$ cat config.mk
export PLATFORM = sky130hd
export DESIGN_NAME = detection_candidate_decode_core
export DESIGN_NICKNAME = d
export VERILOG_FILES = /design/src/hw/rtl/dcd_pkg.sv /design/src/hw/rtl/dcd_score_track.sv /design/src/hw/rtl/dcd_box_map.sv /design/src/hw/rtl/detection_candidate_decode_core.sv
export SDC_FILE = /design/constraint.sdc
export NUM_CORES = 2
export LEC_CHECK = 0
export ABC_AREA = 1
export BUFFER_PORTS_ARGS = -buffer_cell sky130_fd_sc_hd__buf_2
export CORE_MARGIN = 4
export CORE_UTILIZATION = 50
export DETAILED_ROUTE_END_ITERATION = 7
export MAX_ROUTING_LAYER = met4
export PLACE_DENSITY_LB_ADDON = 0.3
export RECOVER_POWER = 100
export REMOVE_ABC_BUFFERS = 1
export SLEW_MARGIN = 20
export SYNTH_ARGS = -nofsm -noshare
export SYNTH_HDL_FRONTEND = slang
export SYNTH_SLANG_ARGS = --single-unit
export TNS_END_PERCENT = 100
$ cat constraint.sdc
create_clock -name clk -period 32 [get_ports clk]
set_input_delay 6.4 -clock clk [delete_from_list [all_inputs] [get_ports clk]]
set_output_delay 6.4 -clock clk [all_outputs]
set_load 0.005 [all_outputs]
$ cat src/hw/rtl/dcd_pkg.sv
// Package for the detection candidate decode block: field widths, register
// indexes, reset values, stage structs and the saturation helpers.
// Depends on nothing; every other file of the block imports it.
package dcd_pkg;

	localparam int ANCHOR_W    = 14;
	localparam int COORD_W     = 16;
	localparam int SCORE_W     = 16;
	localparam int CLASS_W     = 8;
	localparam int PAD_W       = 12;
	localparam int SCALE_W     = 24;
	localparam int MAX_CLASSES = 256;

	localparam int CFG_INDEX_W = 4;
	localparam int CFG_DATA_W  = 24;

	// Edge numerator, its product with the inverse scale, and the size product.
	localparam int NUM_W       = 19;
	localparam int PROD_W      = NUM_W + SCALE_W;
	localparam int SIZE_PROD_W = COORD_W + SCALE_W;

	localparam logic [CLASS_W-1:0] CLASS_MAX = CLASS_W'(MAX_CLASSES - 1);

	localparam logic [CFG_INDEX_W-1:0] REG_SCORE_THRESHOLD = 4'd0;
	localparam logic [CFG_INDEX_W-1:0] REG_PAD_X           = 4'd1;
	localparam logic [CFG_INDEX_W-1:0] REG_PAD_Y           = 4'd2;
	localparam logic [CFG_INDEX_W-1:0] REG_RECIP_SCALE     = 4'd3;

	localparam logic [SCORE_W-1:0] THRESHOLD_RESET   = 16'd16384;
	localparam logic [SCALE_W-1:0] RECIP_SCALE_RESET = 24'd65536;

	typedef struct packed {
		logic                 emit;
		logic [CLASS_W-1:0]   class_id;
		logic [SCORE_W-1:0]   score;
	} cand_t;

	typedef struct packed {
		logic [PAD_W-1:0]     pad_x;
		logic [PAD_W-1:0]     pad_y;
		logic [SCALE_W-1:0]   recip_scale;
	} geom_t;

	// Divide by 2^21 rounding toward zero, then clamp to a signed 16-bit pixel value.
	function automatic logic [15:0] sat_edge(input logic signed [PROD_W-1:0] p);
		logic signed [PROD_W-1:0] r;
		logic signed [PROD_W-22:0] q;
		r = p + (p[PROD_W-1] ? PROD_W'(2097151) : PROD_W'(0));
		q = r[PROD_W-1:21];
		if (q > $signed((PROD_W-21)'(32767)))
			return 16'h7FFF;
		else if (q < -$signed((PROD_W-21)'(32768)))
			return 16'h8000;
		else
			return q[15:0];
	endfunction

	// Divide by 2^20 and clamp to the unsigned 16-bit range.
	function automatic logic [15:0] sat_size(input logic [SIZE_PROD_W-1:0] p);
		logic [SIZE_PROD_W-21:0] q;
		q = p[SIZE_PROD_W-1:20];
		if (|q[SIZE_PROD_W-21:16])
			return 16'hFFFF;
		else
			return q[15:0];
	endfunction

endpackage

$ cat src/hw/rtl/dcd_score_track.sv
// Running best-class tracker: keeps the per-anchor maximum score, its class
// and the class counter, and flags a candidate on the anchor's last score.
// Depends on dcd_pkg.
module dcd_score_track (
	input  logic                          clk,
	input  logic                          arst_n,
	input  logic                          en,
	input  logic                          valid_s1,
	input  logic [dcd_pkg::SCORE_W-1:0]   score_s1,
	input  logic                          last_s1,
	input  logic [dcd_pkg::SCORE_W-1:0]   threshold,
	output dcd_pkg::cand_t                cand
);
	import dcd_pkg::*;

	logic [SCORE_W-1:0] max_q;
	logic [CLASS_W-1:0] class_q;
	logic [CLASS_W-1:0] count_q;
	logic               beat;
	logic               take;
	logic [SCORE_W-1:0] eff_max;
	logic [CLASS_W-1:0] eff_class;

	assign beat      = en && valid_s1;
	assign take      = score_s1 > max_q;
	assign eff_max   = take ? score_s1 : max_q;
	assign eff_class = take ? count_q : class_q;

	always_comb begin
		cand.emit     = beat && last_s1 && (eff_max > threshold);
		cand.class_id = eff_class;
		cand.score    = eff_max;
	end

	always_ff @(posedge clk or negedge arst_n) begin
		if (!arst_n) begin
			max_q   <= '0;
			class_q <= '0;
			count_q <= '0;
		end else if (beat) begin
			if (last_s1) begin
				max_q   <= '0;
				class_q <= '0;
				count_q <= '0;
			end else begin
				max_q   <= eff_max;
				class_q <= eff_class;
				if (count_q != CLASS_MAX)
					count_q <= count_q + CLASS_W'(1);
			end
		end
	end

	// The end of an anchor always returns the tracker to its cleared state.
	a_clear_after_last: assert property (@(posedge clk) disable iff (!arst_n)
		beat && last_s1 |=> max_q == '0 && class_q == '0 && count_q == '0)
		else $error("tracker not cleared after last class");

	a_count_step: assert property (@(posedge clk) disable iff (!arst_n)
		beat && !last_s1 && count_q != CLASS_MAX |=> count_q == $past(count_q) + CLASS_W'(1))
		else $error("class counter did not advance");

	// The winning class can only be a class that has already been seen.
	a_class_bound: assert property (@(posedge clk) disable iff (!arst_n)
		class_q <= count_q)
		else $error("running class ahead of class counter");

	a_zero_max_class: assert property (@(posedge clk) disable iff (!arst_n)
		max_q == '0 |-> class_q == '0)
		else $error("class recorded without a nonzero score");

endmodule

$ cat src/hw/rtl/dcd_box_map.sv
// Box mapping pipeline: forms the edge numerators, multiplies by the inverse
// scale, then rounds and saturates into the result register.
// Depends on dcd_pkg.
module dcd_box_map (
	input  logic                          clk,
	input  logic                          arst_n,
	input  logic                          en,
	input  dcd_pkg::cand_t                cand,
	input  dcd_pkg::geom_t                geom,
	input  logic [dcd_pkg::ANCHOR_W-1:0]  anchor_s1,
	input  logic [dcd_pkg::COORD_W-1:0]   cx_s1,
	input  logic [dcd_pkg::COORD_W-1:0]   cy_s1,
	input  logic [dcd_pkg::COORD_W-1:0]   w_s1,
	input  logic [dcd_pkg::COORD_W-1:0]   h_s1,
	output logic                          valid_q,
	output logic [dcd_pkg::ANCHOR_W-1:0]  anchor_q,
	output logic [dcd_pkg::CLASS_W-1:0]   class_q,
	output logic [dcd_pkg::SCORE_W-1:0]   score_q,
	output logic [15:0]                   left_q,
	output logic [15:0]                   top_q,
	output logic [15:0]                   width_q,
	output logic [15:0]                   height_q
);
	import dcd_pkg::*;

	logic                        valid_s2;
	logic [ANCHOR_W-1:0]         anchor_s2;
	logic [CLASS_W-1:0]          class_s2;
	logic [SCORE_W-1:0]          score_s2;
	logic signed [NUM_W-1:0]     num_x_s2;
	logic signed [NUM_W-1:0]     num_y_s2;
	logic [COORD_W-1:0]          w_s2;
	logic [COORD_W-1:0]          h_s2;

	logic                        valid_s3;
	logic [ANCHOR_W-1:0]         anchor_s3;
	logic [CLASS_W-1:0]          class_s3;
	logic [SCORE_W-1:0]          score_s3;
	logic signed [PROD_W-1:0]    prod_x_s3;
	logic signed [PROD_W-1:0]    prod_y_s3;
	logic [SIZE_PROD_W-1:0]      prod_w_s3;
	logic [SIZE_PROD_W-1:0]      prod_h_s3;

	logic signed [NUM_W-1:0]     num_x;
	logic signed [NUM_W-1:0]     num_y;
	logic signed [SCALE_W:0]     inv_signed;

	// Left edge in Q12.4 doubled: 2*(cx - pad*16) - w, so the half width stays exact.
	assign num_x = $signed({2'b00, cx_s1, 1'b0}) - $signed({2'b00, geom.pad_x, 5'b00000})
		- $signed({3'b000, w_s1});
	assign num_y = $signed({2'b00, cy_s1, 1'b0}) - $signed({2'b00, geom.pad_y, 5'b00000})
		- $signed({3'b000, h_s1});
	assign inv_signed = $signed({1'b0, geom.recip_scale});

	always_ff @(posedge clk or negedge arst_n) begin
		if (!arst_n) begin
			valid_s2 <= 1'b0;
			valid_s3 <= 1'b0;
			valid_q  <= 1'b0;
		end else if (en) begin
			valid_s2 <= cand.emit;
			valid_s3 <= valid_s2;
			valid_q  <= valid_s3;
		end
	end

	always_ff @(posedge clk) begin
		if (en) begin
			anchor_s2 <= anchor_s1;
			class_s2  <= cand.class_id;
			score_s2  <= cand.score;
			num_x_s2  <= num_x;
			num_y_s2  <= num_y;
			w_s2      <= w_s1;
			h_s2      <= h_s1;

			anchor_s3 <= anchor_s2;
			class_s3  <= class_s2;
			score_s3  <= score_s2;
			prod_x_s3 <= num_x_s2 * inv_signed;
			prod_y_s3 <= num_y_s2 * inv_signed;
			prod_w_s3 <= w_s2 * geom.recip_scale;
			prod_h_s3 <= h_s2 * geom.recip_scale;

			anchor_q  <= anchor_s3;
			class_q   <= class_s3;
			score_q   <= score_s3;
			left_q    <= sat_edge(prod_x_s3);
			top_q     <= sat_edge(prod_y_s3);
			width_q   <= sat_size(prod_w_s3);
			height_q  <= sat_size(prod_h_s3);
		end
	end

endmodule

$ cat src/hw/rtl/detection_candidate_decode_core.sv
// Top level of the detection candidate decode block: configuration registers,
// input register and pipeline flow control.
// Depends on dcd_pkg, dcd_score_track and dcd_box_map.
//
// Usage: the item channel (item_valid / item_stall) carries one class score per
// transaction together with the anchor's box fields; class_last marks the
// anchor's last class. The result channel (result_valid / result_stall) carries
// one candidate per anchor whose best score exceeds score_threshold, and
// nothing for the other anchors.
// Configuration is written through cfg_valid / cfg_ready / cfg_index / cfg_data;
// the user must write it only while no items are in flight, as the block does
// not enforce this. cfg_ready is always high and unknown indexes are ignored.
// Throughput: one item per cycle while item_stall is low. The edge that accepts
// an item loads the input register; the numerator stage, the multiplier stage
// and the result register follow in that order, and a candidate is valid on
// the result port once its anchor's last item reaches the result register.
// Reset clears the registers to their defaults, empties the pipeline and
// clears the running maximum. When the receiver stalls a valid result, the
// whole pipeline holds and item_stall is raised in the same cycle.
module detection_candidate_decode_core (
	input  logic                                clk,
	input  logic                                arst_n,

	input  logic                                cfg_valid,
	output logic                                cfg_ready,
	input  logic [dcd_pkg::CFG_INDEX_W-1:0]     cfg_index,
	input  logic [dcd_pkg::CFG_DATA_W-1:0]      cfg_data,

	input  logic                                item_valid,
	output logic                                item_stall,
	input  logic [dcd_pkg::ANCHOR_W-1:0]        anchor_index,
	input  logic [dcd_pkg::COORD_W-1:0]         center_x,
	input  logic [dcd_pkg::COORD_W-1:0]         center_y,
	input  logic [dcd_pkg::COORD_W-1:0]         box_w,
	input  logic [dcd_pkg::COORD_W-1:0]         box_h,
	input  logic [dcd_pkg::SCORE_W-1:0]         class_score,
	input  logic                                class_last,

	output logic                                result_valid,
	input  logic                                result_stall,
	output logic [dcd_pkg::ANCHOR_W-1:0]        out_anchor,
	output logic [dcd_pkg::CLASS_W-1:0]         class_id,
	output logic [dcd_pkg::SCORE_W-1:0]         best_score,
	output logic signed [15:0]                  box_left,
	output logic signed [15:0]                  box_top,
	output logic [15:0]                         box_width,
	output logic [15:0]                         box_height
);
	import dcd_pkg::*;

	logic [SCORE_W-1:0]   threshold_q;
	geom_t                geom_q;

	logic                 move;
	logic                 valid_s1;
	logic [ANCHOR_W-1:0]  anchor_s1;
	logic [COORD_W-1:0]   cx_s1;
	logic [COORD_W-1:0]   cy_s1;
	logic [COORD_W-1:0]   w_s1;
	logic [COORD_W-1:0]   h_s1;
	logic [SCORE_W-1:0]   score_s1;
	logic                 last_s1;
	cand_t                cand;
	logic [15:0]          left_raw;
	logic [15:0]          top_raw;

	assign cfg_ready = 1'b1;

	always_ff @(posedge clk or negedge arst_n) begin
		if (!arst_n) begin
			threshold_q        <= THRESHOLD_RESET;
			geom_q.pad_x       <= '0;
			geom_q.pad_y       <= '0;
			geom_q.recip_scale <= RECIP_SCALE_RESET;
		end else if (cfg_valid && cfg_ready) begin
			case (cfg_index)
				REG_SCORE_THRESHOLD: threshold_q        <= cfg_data[SCORE_W-1:0];
				REG_PAD_X:           geom_q.pad_x       <= cfg_data[PAD_W-1:0];
				REG_PAD_Y:           geom_q.pad_y       <= cfg_data[PAD_W-1:0];
				REG_RECIP_SCALE:     geom_q.recip_scale <= cfg_data[SCALE_W-1:0];
				default: ;
			endcase
		end
	end

	// The pipeline advances as a whole unless a finished result is being held.
	assign move       = !result_valid || !result_stall;
	assign item_stall = !move;

	always_ff @(posedge clk or negedge arst_n) begin
		if (!arst_n)
			valid_s1 <= 1'b0;
		else if (move)
			valid_s1 <= item_valid;
	end

	always_ff @(posedge clk) begin
		if (move && item_valid) begin
			anchor_s1 <= anchor_index;
			cx_s1     <= center_x;
			cy_s1     <= center_y;
			w_s1      <= box_w;
			h_s1      <= box_h;
			score_s1  <= class_score;
			last_s1   <= class_last;
		end
	end

	dcd_score_track u_track (
		.clk       (clk),
		.arst_n    (arst_n),
		.en        (move),
		.valid_s1  (valid_s1),
		.score_s1  (score_s1),
		.last_s1   (last_s1),
		.threshold (threshold_q),
		.cand      (cand)
	);

	dcd_box_map u_box (
		.clk       (clk),
		.arst_n    (arst_n),
		.en        (move),
		.cand      (cand),
		.geom      (geom_q),
		.anchor_s1 (anchor_s1),
		.cx_s1     (cx_s1),
		.cy_s1     (cy_s1),
		.w_s1      (w_s1),
		.h_s1      (h_s1),
		.valid_q   (result_valid),
		.anchor_q  (out_anchor),
		.class_q   (class_id),
		.score_q   (best_score),
		.left_q    (left_raw),
		.top_q     (top_raw),
		.width_q   (box_width),
		.height_q  (box_height)
	);

	assign box_left = $signed(left_raw);
	assign box_top  = $signed(top_raw);

endmodule

==> key figures <==
Outcome
  • Outcome: finished with violations
  • Failing checks: capacitance limit, slew limit

Synthesis
  • Yosys reg bits: 567
  • Number of synthesized flops with an enable pin: 467
  • Avg Inst Size Synth: 8.46 um^2
  • Synth warn: 0
  • Mapped cell area: 81,400 um^2
  • Syn Inst Count: 9,617
  • Post-synthesis sequential area ratio: 0.203
  • Cell variety after synth: 56
  • Primary FF master, synth: edfxtp_1
  • Async S/R FF share, synth: 0.176

Worst setup path
  • Worst Path Arrival: 9.03 ns
  • Worst Path Max Fanout: 66
  • Critical path data required time: 25.60 ns
  • Worst path cell trace: buf_2 > nand2_1 > inv_1 > clkbuf_1
  • Cell family with most CP delay: simple AND/OR/NAND/NOR gates
  • Crit path buffers/inverters: 3
  • Nature of the critical path endpoint: primary output
  • CP startpoint kind: primary input
  • Crit-path max cell delay: 1.89 ns
  • Crit-path slowest cell: nand2_1
  • WS Path Type: primary input to primary output

Detailed routing
  • Routed WL: 205 mm
  • Pre-Repair DR Iteration Count: 6
  • DRC Markers: 0
  • DR vias: 61,076
  • Initial DRC count: 4,309
  • Via density per instance: 5.15
  • Drt wl/cell: 17.3 um
  • Routed Antenna Nets: 0

Global routing
  • Routing usage on met3: 0.0442
  • M1 GR Usage: 0.336
  • Initial antenna violation count: 14
  • First-pass GRT wire length: 338 mm
  • GRT Max-Usage Layer: met2
  • Largest net degree at the start of global routing: 138
  • Grt met2 use: 0.412
  • Vias in the first global route: 64,990
  • Total GRT Usage: 0.257
  • GRT overflow: 0

STA
  • RSZ-0062 raised after global routing: false
  • Clock Skew: 0.0326 ns
  • Setup violations, final: 0
  • F_max: 64.8 MHz
  • Hold Slack: 0.412 ns
  • Post-route clock period utilization: 0.482
  • Slew HR: -4.13
  • Final Critical Period: 15.43 ns
  • Post-Route Setup TNS: 0 ns
  • Slew Viols, Final: 819
  • Final Hold Viols: 0
  • Worst slew pin tran: 7.70 ns

Clock network
  • Worst-skew pair later-pin latency: 0.68 ns
  • Clock buffer depth: 3
  • Clock root cell: clkbuf_16
  • CTS sink count: 567
  • CTS H-Tree Depth: 3
  • Postcts setup bufs: 0
  • Resized Gates After CTS: 0
  • CTS clk-pin slew, worst paths: 0.06 ns
  • CTS tree: built
  • Num CTS Buffers: 70
  • Cts hold-fix bufs: 0

Place
  • Gpl congestion: 0.948
  • I/O Buffers: 231
  • Detailed placement HPWL: 161 mm
  • Cells after DPL: 11,717

Cells and area
  • Most frequent cells in the layout: inv_1, nand2_1, fa_1
  • Synthesis-to-finish area growth: 6.58%
  • Nets: 11,803
  • Layout cells sized above 1: 0.0418
  • Commonest non-fill, non-tap cell in the layout: inv_1
  • Core Util, Final: 0.538
  • Final Non-Filler Cells: 11,867

Floorplan
  • Rows: 147
  • IO Count: 233
  • Core ar.: 161,000 um^2
  • Die width: 411 um
  • Initial core utilization: 0.505
  • Die height: 411 um
  • Die Area: 169,000 um^2

Flow run
  • MaxCap Viol Count: 15

Hold path
  • Hold WC Path Type: flop to flop
==> worst reg2reg max path, cell delays in order (launching register included) <==
cell,delay (ns)
dfrtp_1,0.38
nand2_1,1.89
clkbuf_1,1.41
clkbuf_1,5.46
==> cells by family after synthesis <==
kind of cell    Yosys count  synth area share
fa+ha+maj              2037             0.439
flops                   567             0.203
mux                       3          0.000415
buf+inv                2986             0.138
compound gates          656            0.0448
simple gates           3182             0.155
xor+xnor                185            0.0200
other cells               1         0.0000461
==> routing by layer <==
metal,share of wire,vias to the layer above
met1,0.42,30156
li1,-,28376
met5,0,-
met4,0.033,0
met2,0.47,2132
met3,0.078,412
==> layout make-up <==
| cell class | instances | area [um^2] |
|---|---|---|
| clock inverters | 43 | 592 |
| fillers | 14966 | 74400 |
| well taps | 2160 | 2700 |
| flip-flops and latches | 567 | 16600 |
| diodes | 14 | 35.0 |
| repair buffers | 298 | 1570 |
| clock buffers | 84 | 1810 |
| inverters | 2637 | 9900 |
| multi-input cells | 6064 | 53600 |
==> cells in the mapped netlist, types with 16 or more instances <==
cell | number | area share
inv_1 | 2628 | 0.12
nand2_1 | 2512 | 0.12
fa_1 | 1360 | 0.33
ha_1 | 677 | 0.10
edfxtp_1 | 467 | 0.17
nor2_1 | 364 | 0.017
clkbuf_1 | 302 | 0.014
a21oi_1 | 272 | 0.017
o21ai_0 | 217 | 0.013
nand3_1 | 141 | 0.0087
xor2_1 | 126 | 0.014
dfrtp_1 | 98 | 0.030
xnor2_1 | 58 | 0.0062
nor3_1 | 46 | 0.0028
buf_1 | 38 | 0.0018
nand4_1 | 35 | 0.0027
a31oi_1 | 34 | 0.0026
a21o_1 | 26 | 0.0024
o22ai_1 | 24 | 0.0018
o21bai_1 | 21 | 0.0019
nand2_2 | 18 | 0.0014
o21a_1 | 16 | 0.0015
==> metrics by stage <==
stage          setup slack (ns)  instance area (um^2)
6_report                  16.57                 86700
5_1_grt                   15.50                 86700
4_1_cts                   17.99                 86800
3_5_place_dp              17.98                 84400
3_3_place_gp              18.05                 84400
2_1_floorplan             10.23                 80000
==> path summary, 6_finish.rpt <==
check	depth (start not counted)	start	slack, ns	to
worst min-delay path	0	u_box.anchor_s3[1]	0.41	u_box.anchor_q[1]
worst max-delay path	4	result_stall	16.57	item_stall
max in group asynchronous	2	arst_n	20.53	geom_q[17]
min in group asynchronous	1	arst_n	6.43	u_track.class_q[3]
worst min register to register	0	u_box.anchor_s3[1]	0.41	u_box.anchor_q[1]
worst max register to register	3	u_box.valid_q	22.08	u_box.top_q[0]
==> flip-flops by register name (all words and copies together), names as in the netlist, 16 cells and up <==
signal and count:
geom_q 48, u_box.prod_x_s3 42, u_box.prod_y_s3 42, u_box.prod_h_s3 21, u_box.prod_w_s3 21, u_box.num_x_s2 18, u_box.num_y_s2 18, cx_s1 16
cy_s1 16, h_s1 16, score_s1 16, threshold_q 16, u_box.h_s2 16, u_box.height_q 16, u_box.left_q 16, u_box.score_q 16
u_box.score_s2 16, u_box.score_s3 16, u_box.top_q 16, u_box.w_s2 16, u_box.width_q 16, u_track.max_q 16, w_s1 16
Power is left out: the tool's default activity adds up to more than one toggle a clock period on the data nets, which glitch-free logic cannot reach.
